### config.mk
export PLATFORM = sky130hd
export DESIGN_NAME = touchpad_absolute_cursor_mapper_flat
export DESIGN_NICKNAME = d
export VERILOG_FILES = /design/src/design/tacm_pkg.sv /design/src/design/tacm_if.sv /design/src/design/tacm_front.sv /design/src/design/tacm_queue.sv /design/src/design/tacm_back.sv /design/src/design/touchpad_absolute_cursor_mapper.sv /design/src/flat_wrapper.sv
export SDC_FILE = /design/constraint.sdc
export NUM_CORES = 2
export LEC_CHECK = 0
export BUFFER_PORTS_ARGS = -buffer_cell sky130_fd_sc_hd__buf_2
export CORE_ASPECT_RATIO = 1.1
export CORE_MARGIN = 2
export CORE_UTILIZATION = 60
export DETAILED_ROUTE_END_ITERATION = 16
export PLACE_DENSITY = 0.78
export SYNTH_ARGS = -nofsm -noshare
export SYNTH_HDL_FRONTEND = slang
export SYNTH_SLANG_ARGS = --single-unit
### constraint.sdc
create_clock -name clk -period 13 [get_ports clk]
set_input_delay 0.65 -clock clk [delete_from_list [all_inputs] [get_ports clk]]
set_output_delay 0.65 -clock clk [all_outputs]
set_load 0.02 [all_outputs]
### src/design/tacm_pkg.sv
`default_nettype none
package tacm_pkg;

  // coordinate, timer and datapath widths, divider step count and queue depth
  localparam int COORD_BITS = 16;
  localparam int TIMER_BITS = 16;
  localparam int SPAN_W     = 14;
  localparam int LIMIT_W    = 16;
  localparam int OUT_W      = 16;
  localparam int PROD_W     = COORD_BITS + SPAN_W;
  localparam int DIV_STEPS  = PROD_W;
  localparam int STEP_W     = $clog2(DIV_STEPS);
  localparam int QDEPTH     = 4;
  localparam int QPTR_W     = $clog2(QDEPTH);

  localparam logic [TIMER_BITS-1:0] TIMER_MAX = {TIMER_BITS{1'b1}};
  localparam logic [OUT_W-1:0]      OUT_MAX   = {OUT_W{1'b1}};

  // apb register map
  localparam int PADDR_W = 5;
  localparam int PDATA_W = 32;
  localparam logic [2:0] REG_MIN_X  = 3'd0;
  localparam logic [2:0] REG_MAX_X  = 3'd1;
  localparam logic [2:0] REG_MIN_Y  = 3'd2;
  localparam logic [2:0] REG_MAX_Y  = 3'd3;
  localparam logic [2:0] REG_SPAN_X = 3'd4;
  localparam logic [2:0] REG_SPAN_Y = 3'd5;
  localparam logic [2:0] REG_TAP    = 3'd6;
  localparam logic [2:0] REG_CLAMP  = 3'd7;

  // reset values
  localparam logic [15:0]       RST_MIN_X  = 16'd0;
  localparam logic [15:0]       RST_MAX_X  = 16'd3220;
  localparam logic [15:0]       RST_MIN_Y  = 16'd0;
  localparam logic [15:0]       RST_MAX_Y  = 16'd1952;
  localparam logic [SPAN_W-1:0] RST_SPAN_X = 14'd1920;
  localparam logic [SPAN_W-1:0] RST_SPAN_Y = 14'd1080;
  localparam logic [LIMIT_W-1:0] RST_TAP   = 16'd200;

  // request codes
  localparam logic [1:0] ACT_AXIS    = 2'd0;
  localparam logic [1:0] ACT_CONTACT = 2'd1;
  localparam logic [1:0] ACT_TICK    = 2'd2;
  localparam logic [5:0] AXIS_X      = 6'd0;
  localparam logic [5:0] AXIS_Y      = 6'd1;
  localparam logic [15:0] CONTACT_UP   = 16'd0;
  localparam logic [15:0] CONTACT_DOWN = 16'd1;

  // result kinds
  localparam logic [1:0] KIND_CURSOR  = 2'd0;
  localparam logic [1:0] KIND_PRESS   = 2'd1;
  localparam logic [1:0] KIND_RELEASE = 2'd2;

  typedef struct packed {
    logic [15:0]        min_x;
    logic [15:0]        max_x;
    logic [15:0]        min_y;
    logic [15:0]        max_y;
    logic [SPAN_W-1:0]  span_x;
    logic [SPAN_W-1:0]  span_y;
    logic [LIMIT_W-1:0] tap_limit;
    logic               clamp_en;
  } cfg_t;

  typedef struct packed {
    logic                  click;
    logic [COORD_BITS-1:0] x;
    logic [COORD_BITS-1:0] y;
  } cmd_t;

  typedef struct packed {
    logic empty;
    logic full;
  } q_stat_t;

endpackage
`default_nettype wire

### src/design/tacm_if.sv
`default_nettype none
interface tacm_pad_if;
  logic        valid;
  logic        ready;
  logic [1:0]  action;
  logic [5:0]  axis_code;
  logic [15:0] value;

  modport source (output valid, action, axis_code, value, input ready);
  modport sink (input valid, action, axis_code, value, output ready);
endinterface

interface tacm_res_if;
  logic        valid;
  logic        ready;
  logic [1:0]  kind;
  logic [15:0] cursor_x;
  logic [15:0] cursor_y;
  logic        last;

  modport source (output valid, kind, cursor_x, cursor_y, last, input ready);
  modport sink (input valid, kind, cursor_x, cursor_y, last, output ready);
endinterface
`default_nettype wire

### src/design/tacm_front.sv
`default_nettype none
module tacm_front (
  input  wire logic            clk,
  input  wire logic            rst,
  tacm_pad_if.sink             pad,
  input  wire tacm_pkg::cfg_t  cfg,
  input  wire tacm_pkg::q_stat_t q_stat,
  output logic                 push,
  output tacm_pkg::cmd_t       push_cmd
);
  import tacm_pkg::*;

  logic [COORD_BITS-1:0] held_x, held_y, held_x_next, held_y_next;
  logic                  x_fresh, y_fresh, x_fresh_next, y_fresh_next;
  logic                  tap_armed, tap_armed_next;
  logic [TIMER_BITS-1:0] tap_elapsed, tap_elapsed_next;
  logic                  accept;

  assign pad.ready = !q_stat.full;
  assign accept    = pad.valid && pad.ready;

  always_comb begin
    held_x_next      = held_x;
    held_y_next      = held_y;
    x_fresh_next     = x_fresh;
    y_fresh_next     = y_fresh;
    tap_armed_next   = tap_armed;
    tap_elapsed_next = tap_elapsed;
    push             = 1'b0;
    push_cmd         = '0;
    if (accept) begin
      case (pad.action)
        ACT_AXIS: begin
          if (pad.axis_code == AXIS_X) begin
            held_x_next  = pad.value;
            x_fresh_next = 1'b1;
          end else if (pad.axis_code == AXIS_Y) begin
            held_y_next  = pad.value;
            y_fresh_next = 1'b1;
          end
          if (cfg.clamp_en) begin
            if (held_x_next < cfg.min_x) held_x_next = cfg.min_x;
            if (held_x_next > cfg.max_x) held_x_next = cfg.max_x;
            if (held_y_next < cfg.min_y) held_y_next = cfg.min_y;
            if (held_y_next > cfg.max_y) held_y_next = cfg.max_y;
          end
          if (x_fresh_next && y_fresh_next) begin
            push           = 1'b1;
            push_cmd.click = 1'b0;
            push_cmd.x     = held_x_next;
            push_cmd.y     = held_y_next;
            x_fresh_next   = 1'b0;
            y_fresh_next   = 1'b0;
          end
        end
        ACT_CONTACT: begin
          if (pad.value == CONTACT_DOWN) begin
            tap_armed_next   = 1'b1;
            tap_elapsed_next = '0;
          end else if (pad.value == CONTACT_UP && tap_armed) begin
            tap_armed_next = 1'b0;
            if (tap_elapsed < cfg.tap_limit) begin
              push           = 1'b1;
              push_cmd.click = 1'b1;
            end
          end
        end
        ACT_TICK: begin
          if (tap_armed && tap_elapsed != TIMER_MAX) begin
            tap_elapsed_next = tap_elapsed + 1'b1;
          end
        end
        default: begin
        end
      endcase
    end
  end

  always_ff @(posedge clk) begin
    if (rst) begin
      held_x      <= '0;
      held_y      <= '0;
      x_fresh     <= 1'b0;
      y_fresh     <= 1'b0;
      tap_armed   <= 1'b0;
      tap_elapsed <= '0;
    end else begin
      held_x      <= held_x_next;
      held_y      <= held_y_next;
      x_fresh     <= x_fresh_next;
      y_fresh     <= y_fresh_next;
      tap_armed   <= tap_armed_next;
      tap_elapsed <= tap_elapsed_next;
    end
  end

endmodule
`default_nettype wire

### src/design/tacm_queue.sv
`default_nettype none
module tacm_queue (
  input  wire logic           clk,
  input  wire logic           rst,
  input  wire logic           push,
  input  wire tacm_pkg::cmd_t push_cmd,
  input  wire logic           pop,
  output tacm_pkg::cmd_t      head,
  output tacm_pkg::q_stat_t   stat
);
  import tacm_pkg::*;

  cmd_t              entries [QDEPTH];
  logic [QPTR_W-1:0] wr_ptr, rd_ptr;
  logic [QPTR_W:0]   count;

  assign head       = entries[rd_ptr];
  assign stat.empty = (count == '0);
  assign stat.full  = (count == (QPTR_W+1)'(QDEPTH));

  always_ff @(posedge clk) begin
    if (push) begin
      entries[wr_ptr] <= push_cmd;
    end
  end

  always_ff @(posedge clk) begin
    if (rst) begin
      wr_ptr <= '0;
      rd_ptr <= '0;
      count  <= '0;
    end else begin
      if (push) wr_ptr <= wr_ptr + 1'b1;
      if (pop)  rd_ptr <= rd_ptr + 1'b1;
      if (push && !pop) begin
        count <= count + 1'b1;
      end else if (pop && !push) begin
        count <= count - 1'b1;
      end
    end
  end

endmodule
`default_nettype wire

### src/design/tacm_back.sv
`default_nettype none
module tacm_back (
  input  wire logic              clk,
  input  wire logic              rst,
  input  wire tacm_pkg::cfg_t    cfg,
  input  wire tacm_pkg::q_stat_t q_stat,
  input  wire tacm_pkg::cmd_t    q_head,
  output logic                   pop,
  tacm_res_if.source             res
);
  import tacm_pkg::*;

  typedef enum logic [2:0] {
    S_IDLE, S_MUL, S_DIV, S_CUR, S_PRESS, S_REL
  } state_t;

  state_t                state;
  logic [COORD_BITS-1:0] cmd_x, cmd_y;
  logic                  axis_y;
  logic [PROD_W-1:0]     prod, quo;
  logic [COORD_BITS-1:0] divisor, rem;
  logic                  empty_win;
  logic [STEP_W-1:0]     step;
  logic [OUT_W-1:0]      sx;

  logic                  out_valid, out_last;
  logic [1:0]            out_kind;
  logic [OUT_W-1:0]      out_x, out_y;

  // axis operand select
  logic [COORD_BITS-1:0] a_coord, a_lo, a_hi, a_diff;
  logic [SPAN_W-1:0]     a_span;
  logic [COORD_BITS:0]   rem_shift, rem_sub;
  logic                  ge;
  logic [PROD_W-1:0]     quo_fin;
  logic [OUT_W-1:0]      q_sat;
  logic                  out_free;
  logic                  out_load;

  assign out_free = !out_valid || res.ready;
  assign out_load = out_free && (state == S_CUR || state == S_PRESS || state == S_REL);
  assign pop      = (state == S_IDLE) && !q_stat.empty;

  always_comb begin
    a_coord = axis_y ? cmd_y : cmd_x;
    a_lo    = axis_y ? cfg.min_y : cfg.min_x;
    a_hi    = axis_y ? cfg.max_y : cfg.max_x;
    a_span  = axis_y ? cfg.span_y : cfg.span_x;
    a_diff  = (a_coord > a_lo) ? a_coord - a_lo : '0;
  end

  // one restoring divide step, with the quotient saturated to the output width
  always_comb begin
    rem_shift = {rem, prod[PROD_W-1]};
    ge        = rem_shift >= {1'b0, divisor};
    rem_sub   = ge ? rem_shift - {1'b0, divisor} : rem_shift;
    quo_fin   = {quo[PROD_W-2:0], ge};
    if (empty_win) begin
      q_sat = '0;
    end else if (|quo_fin[PROD_W-1:OUT_W]) begin
      q_sat = OUT_MAX;
    end else begin
      q_sat = quo_fin[OUT_W-1:0];
    end
  end

  always_ff @(posedge clk) begin
    if (rst) begin
      state     <= S_IDLE;
      out_valid <= 1'b0;
      axis_y    <= 1'b0;
      step      <= '0;
    end else begin
      if (out_load) begin
        out_valid <= 1'b1;
      end else if (res.ready) begin
        out_valid <= 1'b0;
      end
      case (state)
        S_IDLE: begin
          if (!q_stat.empty) begin
            cmd_x  <= q_head.x;
            cmd_y  <= q_head.y;
            axis_y <= 1'b0;
            state  <= q_head.click ? S_PRESS : S_MUL;
          end
        end
        S_MUL: begin
          prod      <= PROD_W'(a_diff) * PROD_W'(a_span);
          divisor   <= a_hi - a_lo;
          empty_win <= a_hi <= a_lo;
          rem       <= '0;
          quo       <= '0;
          step      <= '0;
          state     <= S_DIV;
        end
        S_DIV: begin
          rem  <= rem_sub[COORD_BITS-1:0];
          prod <= {prod[PROD_W-2:0], 1'b0};
          // the saturated y quotient is parked in quo until the cursor is sent
          quo  <= (step == STEP_W'(DIV_STEPS-1) && axis_y) ? PROD_W'(q_sat) : quo_fin;
          step <= step + 1'b1;
          if (step == STEP_W'(DIV_STEPS-1)) begin
            if (axis_y) begin
              state <= S_CUR;
            end else begin
              sx     <= q_sat;
              axis_y <= 1'b1;
              state  <= S_MUL;
            end
          end
        end
        S_CUR: begin
          if (out_free) begin
            out_kind  <= KIND_CURSOR;
            out_x     <= sx;
            out_y     <= quo[OUT_W-1:0];
            out_last  <= 1'b1;
            state     <= S_IDLE;
          end
        end
        S_PRESS: begin
          if (out_free) begin
            out_kind  <= KIND_PRESS;
            out_x     <= '0;
            out_y     <= '0;
            out_last  <= 1'b0;
            state     <= S_REL;
          end
        end
        S_REL: begin
          if (out_free) begin
            out_kind  <= KIND_RELEASE;
            out_x     <= '0;
            out_y     <= '0;
            out_last  <= 1'b1;
            state     <= S_IDLE;
          end
        end
        default: begin
          state <= S_IDLE;
        end
      endcase
    end
  end

  assign res.valid    = out_valid;
  assign res.kind     = out_kind;
  assign res.cursor_x = out_x;
  assign res.cursor_y = out_y;
  assign res.last     = out_last;

endmodule
`default_nettype wire

### src/design/touchpad_absolute_cursor_mapper.sv
// channel   dir  handshake     payload
// pad       in   valid/ready   action[1:0] axis_code[5:0] value[15:0]
// res       out  valid/ready   kind[1:0] cursor_x[15:0] cursor_y[15:0] last
// apb       in   psel/penable  paddr[4:0] pwdata[31:0] -> prdata[31:0]
//
// the front takes one pad request per cycle while the 4-entry command queue has room
// a cursor result is computed after its completing axis report by a multiply state
//   then 30 restoring divide steps per axis on a shared divider
// a tap gives press then release on consecutive free output cycles
// rst is synchronous; it clears the tracking state, the queue, the output
//   register and loads the register defaults; no clearing pass
// a stalled res holds its result while the front keeps taking requests as long as the queue has room
`default_nettype none
module touchpad_absolute_cursor_mapper (
  input  wire logic                          clk,
  input  wire logic                          rst,
  tacm_pad_if.sink                           pad,
  tacm_res_if.source                         res,
  input  wire logic                          psel,
  input  wire logic                          penable,
  input  wire logic                          pwrite,
  input  wire logic [tacm_pkg::PADDR_W-1:0]  paddr,
  input  wire logic [tacm_pkg::PDATA_W-1:0]  pwdata,
  output logic      [tacm_pkg::PDATA_W-1:0]  prdata,
  output logic                               pready
);
  import tacm_pkg::*;

  cfg_t    cfg;
  q_stat_t q_stat;
  cmd_t    push_cmd, q_head;
  logic    push, pop;
  logic    cfg_wr;

  // register file, written on the access phase
  assign pready = 1'b1;
  assign cfg_wr = psel && penable && pwrite && pready;

  always_ff @(posedge clk) begin
    if (rst) begin
      cfg.min_x     <= RST_MIN_X;
      cfg.max_x     <= RST_MAX_X;
      cfg.min_y     <= RST_MIN_Y;
      cfg.max_y     <= RST_MAX_Y;
      cfg.span_x    <= RST_SPAN_X;
      cfg.span_y    <= RST_SPAN_Y;
      cfg.tap_limit <= RST_TAP;
      cfg.clamp_en  <= 1'b0;
    end else if (cfg_wr) begin
      case (paddr[4:2])
        REG_MIN_X:  cfg.min_x     <= pwdata[15:0];
        REG_MAX_X:  cfg.max_x     <= pwdata[15:0];
        REG_MIN_Y:  cfg.min_y     <= pwdata[15:0];
        REG_MAX_Y:  cfg.max_y     <= pwdata[15:0];
        REG_SPAN_X: cfg.span_x    <= pwdata[SPAN_W-1:0];
        REG_SPAN_Y: cfg.span_y    <= pwdata[SPAN_W-1:0];
        REG_TAP:    cfg.tap_limit <= pwdata[LIMIT_W-1:0];
        REG_CLAMP:  cfg.clamp_en  <= pwdata[0];
        default: begin
        end
      endcase
    end
  end

  // readback, zero-extended
  always_comb begin
    case (paddr[4:2])
      REG_MIN_X:  prdata = PDATA_W'(cfg.min_x);
      REG_MAX_X:  prdata = PDATA_W'(cfg.max_x);
      REG_MIN_Y:  prdata = PDATA_W'(cfg.min_y);
      REG_MAX_Y:  prdata = PDATA_W'(cfg.max_y);
      REG_SPAN_X: prdata = PDATA_W'(cfg.span_x);
      REG_SPAN_Y: prdata = PDATA_W'(cfg.span_y);
      REG_TAP:    prdata = PDATA_W'(cfg.tap_limit);
      REG_CLAMP:  prdata = PDATA_W'(cfg.clamp_en);
      default:    prdata = '0;
    endcase
  end

  // front: tracks axes and tap timer, emits commands
  tacm_front u_front (
    .clk      (clk),
    .rst      (rst),
    .pad      (pad),
    .cfg      (cfg),
    .q_stat   (q_stat),
    .push     (push),
    .push_cmd (push_cmd)
  );

  // short command queue decoupling front from the divider
  tacm_queue u_queue (
    .clk      (clk),
    .rst      (rst),
    .push     (push),
    .push_cmd (push_cmd),
    .pop      (pop),
    .head     (q_head),
    .stat     (q_stat)
  );

  // back: scaling and result sequencing
  tacm_back u_back (
    .clk    (clk),
    .rst    (rst),
    .cfg    (cfg),
    .q_stat (q_stat),
    .q_head (q_head),
    .pop    (pop),
    .res    (res)
  );

  // a taken press is followed at once by its release
  a_press_then_release: assert property (@(posedge clk) disable iff (rst)
    (res.valid && res.ready && res.kind == KIND_PRESS)
      |=> (res.valid && res.kind == KIND_RELEASE))
    else $error("press not followed by release");

  // only the press is a non-final result
  a_last_marks: assert property (@(posedge clk) disable iff (rst)
    res.valid |-> (res.last == (res.kind != KIND_PRESS)))
    else $error("last flag does not match result kind");

  // button results carry no position
  a_button_zero: assert property (@(posedge clk) disable iff (rst)
    (res.valid && res.kind != KIND_CURSOR) |-> (res.cursor_x == '0 && res.cursor_y == '0))
    else $error("button result carries a position");

  // nothing is offered right after reset
  a_reset_quiet: assert property (@(posedge clk)
    rst |=> !res.valid)
    else $error("result valid after reset");

endmodule
`default_nettype wire
### src/flat_wrapper.sv
// flat-port wrapper written by rule: the top's interface ports become plain ports
module touchpad_absolute_cursor_mapper_flat import tacm_pkg::*;
  (clk, rst, psel, penable, pwrite, paddr, pwdata, prdata, pready, pad_valid, pad_action, pad_axis_code, pad_value, pad_ready, res_valid, res_kind, res_cursor_x, res_cursor_y, res_last, res_ready);
  tacm_pad_if pad_i ();
  tacm_res_if res_i ();
  input  wire logic clk;
  input  wire logic rst;
  input  wire logic psel;
  input  wire logic penable;
  input  wire logic pwrite;
  input  wire logic [tacm_pkg::PADDR_W-1:0] paddr;
  input  wire logic [tacm_pkg::PDATA_W-1:0] pwdata;
  output logic      [tacm_pkg::PDATA_W-1:0] prdata;
  output logic pready;
  input wire logic [$bits(pad_i.valid)-1:0] pad_valid;
  input wire logic [$bits(pad_i.action)-1:0] pad_action;
  input wire logic [$bits(pad_i.axis_code)-1:0] pad_axis_code;
  input wire logic [$bits(pad_i.value)-1:0] pad_value;
  output wire logic [$bits(pad_i.ready)-1:0] pad_ready;
  output wire logic [$bits(res_i.valid)-1:0] res_valid;
  output wire logic [$bits(res_i.kind)-1:0] res_kind;
  output wire logic [$bits(res_i.cursor_x)-1:0] res_cursor_x;
  output wire logic [$bits(res_i.cursor_y)-1:0] res_cursor_y;
  output wire logic [$bits(res_i.last)-1:0] res_last;
  input wire logic [$bits(res_i.ready)-1:0] res_ready;
  assign pad_i.valid = pad_valid;
  assign pad_i.action = pad_action;
  assign pad_i.axis_code = pad_axis_code;
  assign pad_i.value = pad_value;
  assign pad_ready = pad_i.ready;
  assign res_valid = res_i.valid;
  assign res_kind = res_i.kind;
  assign res_cursor_x = res_i.cursor_x;
  assign res_cursor_y = res_i.cursor_y;
  assign res_last = res_i.last;
  assign res_i.ready = res_ready;
  touchpad_absolute_cursor_mapper u_core (.clk(clk), .rst(rst), .pad(pad_i), .res(res_i), .psel(psel), .penable(penable), .pwrite(pwrite), .paddr(paddr), .pwdata(pwdata), .prdata(prdata), .pready(pready));
endmodule
==> results by group <==
Status
  • Status: complete, no violations

Cells and area
  • Area grow syn2layout: 8.44%
  • Nets: approximately 4000
  • Commonest non-fill, non-tap cell in the layout: nand2_1
  • Share of cells above drive strength 1: a little under a tenth
  • Most frequent cells in the layout: nand2_1 (473), inv_1 (324), edfxtp_1 (307)
  • # diodes: 0

Place
  • Final GP Congestion: between 1 and 1.5
  • # port buffers: roughly 100
  • Detailed placement HPWL: ~70 mm

Worst setup path
  • CP Buf/Inv Count: 3
  • Critical path class: reg -> reg
  • Worst setup SP type: flip-flop
  • Flop2flop setup slack: 2.37 ns
  • Slowest CP cell: dfxtp_4
  • CP max stage delay: between 0.8 and 0.9 ns
  • RR Startpoint: u_core.u_back.axis_y$_SDFFE_PP0P_
  • CP Depth: 25
  • CP most frequent cell: fa_1
  • R2R depth: 25
  • CP Data Arrival Time: roughly 11 ns
  • Worst path top cell family by delay: adder cells
  • R2R Path End: u_core.u_back.prod[29]$_DFFE_PP_
  • WP data required: roughly 13 ns
  • CP Max Fanout: just under 80
  • CP Launch Point: u_core.u_back.axis_y$_SDFFE_PP0P_
  • CP endpoint kind: flip-flop

Floorplanning
  • FP Rows: 90
  • Die ar.: between 50000 and 60000 sq um
  • DIE WIDTH: 230 um
  • Chip height: 252 um
  • Initial core utilization: between 60 and 70%
  • CORE AREA: approximately 55000 sq um
  • IO Pins: ~140

Global route
  • Largest net degree at the start of global routing: 87
  • Total grt overflow: 0
  • Vias in the first global route: 26400
  • Antenna violations before repair: 0
  • Total track usage: between 30% and 40%
  • First-pass GRT wire length: 150 mm

Synthesis
  • Area fraction of the dominant cell type after synthesis: 27.4%
  • Main synth FF type: edfxtp_1
  • Most area-consuming cells after synthesis: edfxtp_1 (27%), dfxtp_1 (11%), fa_1 (10%)
  • Async SR Flop Fraction: 0%
  • Unique masters post-synth: just over 80
  • Yosys warning count: 0
  • Synth Instances: about 3500
  • Yosys reg bits: between 400 and 500
  • Number of synthesized flops with an enable pin: just over 300
  • Synth Cell Area: about 34000 sq um
  • Post-synthesis sequential area ratio: between 30% and 40%
  • Syn_area_per_cell: around 9.5 sq um
  • Largest area contributor in the synthesized netlist: edfxtp_1

Flow run
  • Max-cap viol count: 0

CTS
  • H-tree depth: 2
  • CTS tree: yes
  • Hold_buf cts: 0
  • Clk slew on worst S/H paths: roughly 0.06 ns
  • Num CTS Buffers: a little over 50
  • Clock Sinks: slightly below 500
  • Post-CTS Resized: 0
  • Clock Latency Late Sink: a little over 0.6 ns
  • CTS root buf: clkbuf_16
  • Post-CTS Setup Inserts: 0
  • Clock buffer depth: 3

Routing
  • Drt total wl: between 90 and 100 mm
  • Post-route DRC: 0
  • DR WL/cell: about 22 um
  • Via density: 6.31
  • Vias: 27300
  • Post-DRT Antenna Nets: 0
  • First DRT Iteration DRCs: about 3000
  • DRT Pass-1 Iters: 6

STA
  • TNS Setup: 0 ns
  • Fin crit share: between 80 and 90%
  • Fin Clk Skew: approximately 0.016 ns
  • Hold Slack: around 0.37 ns
  • Slew @ Worst Pin: 1.30 ns
  • Fmax: between 90 and 100 MHz
  • Slew Limit Fails: 0
  • RSZ-0062 raised after global routing: no
  • Final hold vios: 0
  • Minimum clock period: roughly 11 ns
  • Max-slew headroom: approximately an eighth
  • Final setup viols: 0

Power
  • PnR Total Power: 0.00795 W
  • Peak VDD IR: between 0.0002 and 0.0003 V
  • Static Leakage: about 15 nW
  • Power per standard cell area: 218 nW/um^2

Hold path
  • WHS Path Cells: 3
  • Hold Crit Endpoint: u_core.cfg[107]$_SDFFE_PP0P_
  • Worst hold path class: in -> reg
  • Worst Hold Launch: pwdata[14]
==> worst register-to-register path, cell delays in order (launching register included) <==
cell and delay, ns:
dfxtp_4 0.89, buf_4 0.67, mux2i_1 0.80, ha_1 0.37, o21ai_0 0.12, a21oi_1 0.12, o21ai_1 0.16, o21bai_1 0.48
a21o_4 0.66, buf_4 0.56, nand3_1 0.20, fa_1 0.58, inv_1 0.05, fa_1 0.55, fa_1 0.44, fa_1 0.51
fa_1 0.49, ha_1 0.31, ha_1 0.37, and2_1 0.19, and4_1 0.25, o211a_1 0.17, o21ai_0 0.23, a2111oi_0 0.76
mux2i_1 0.16, a221o_1 0.27
==> logic make-up after synthesis <==
logic type / count (synthesis) / share of synthesized area, %
other cells: 2 / 0.0224
mux: 131 / 5.27
xor+xnor: 74 / 1.93
flops: 486 / 38.1
buf+inv: 529 / 6.22
compound gates: 632 / 12.6
fa+ha+maj: 396 / 18.5
simple gates: 1288 / 17.4
==> per-layer routing <==
layer | global-route usage [%] | vias up | part of all wire [%] | wire length (um)
li1 | - | 12500 | - | -
met4 | 20.2 | 0 | 7.0 | 6780
met2 | 52.9 | 1527 | 45 | 43500
met1 | 43.0 | 13000 | 38 | 36900
met5 | 0 | - | 0 | 0
met3 | 6.32 | 333 | 9.8 | 9430
==> metrics by stage <==
stage	cell area [sq um]	std cells	worst slack [ns]	util (%)
final	36400	4323	2.37	66.2
after floorplan	33700	3553	3.08	-
after global placement	34700	4232	2.80	63.1
after detailed placement	34700	4232	2.71	63.1
after CTS	36400	4323	2.66	66.2
after global routing	36400	4323	1.90	66.2
==> registers in the layout (all words and copies together), names as in the netlist, 3 cells and up, named ones only <==
signal,flops
u_core.u_back.cmd_y,16
u_core.u_queue.count,3
u_core.cfg,109
u_core.u_back.sx,16
u_core.u_back.divisor,16
u_core.u_front.held_y,16
u_core.u_back.quo,29
u_core.u_back.res.cursor_y,16
u_core.u_back.step,5
u_core.u_back.prod,30
u_core.u_back.rem,16
u_core.u_back.cmd_x,16
u_core.u_front.tap_elapsed,16
u_core.u_back.state,3
u_core.u_queue.entries,132
u_core.u_front.held_x,16
u_core.u_back.res.cursor_x,16
==> area by class of cell <==
type / count / area [sq um]
multi-input cells: 2538 / 18900
inverters: 325 / 1220
flip-flops and latches: 486 / 12800
fillers: 4279 / 18600
clock inverters: 22 / 305
clock buffers: 69 / 1410
repair buffers: 147 / 851
well taps: 736 / 921
==> report_power, final <==
part           total (W)  leakage, nW  internal, W  switching (W)
registers        0.00197         4.62      0.00191      0.0000650
clock network    0.00150        0.823     0.000879       0.000617
logic            0.00448         9.39      0.00183        0.00265
==> Yosys cell counts, types with 25 or more instances <==
| library cell | instances |
|---|---|
| nand2_1 | 474 |
| inv_1 | 324 |
| edfxtp_1 | 307 |
| nor2_1 | 276 |
| ha_1 | 227 |
| a21oi_1 | 212 |
| dfxtp_1 | 179 |
| fa_1 | 169 |
| clkbuf_1 | 166 |
| nor3_1 | 166 |
| nand3_1 | 164 |
| o21ai_0 | 101 |
| mux2i_1 | 70 |
| and2_1 | 50 |
| xnor2_1 | 43 |
| nand4_1 | 41 |
| a21o_1 | 40 |
| mux4_2 | 34 |
| o21a_1 | 31 |
| xor2_1 | 31 |
| mux2_2 | 27 |
| o211ai_1 | 26 |
| o311a_1 | 25 |
==> worst max path at each step <==
stage	endpoint
2_1_floorplan	u_core.u_back.prod[29]$_DFFE_PP_
3_3_place_gp	u_core.u_back.prod[29]$_DFFE_PP_
3_5_place_dp	u_core.u_back.prod[29]$_DFFE_PP_
4_1_cts	u_core.u_back.prod[29]$_DFFE_PP_
5_1_grt	u_core.u_back.prod[29]$_DFFE_PP_
6_report	u_core.u_back.prod[29]$_DFFE_PP_
Power figures use the tool's default switching activity.
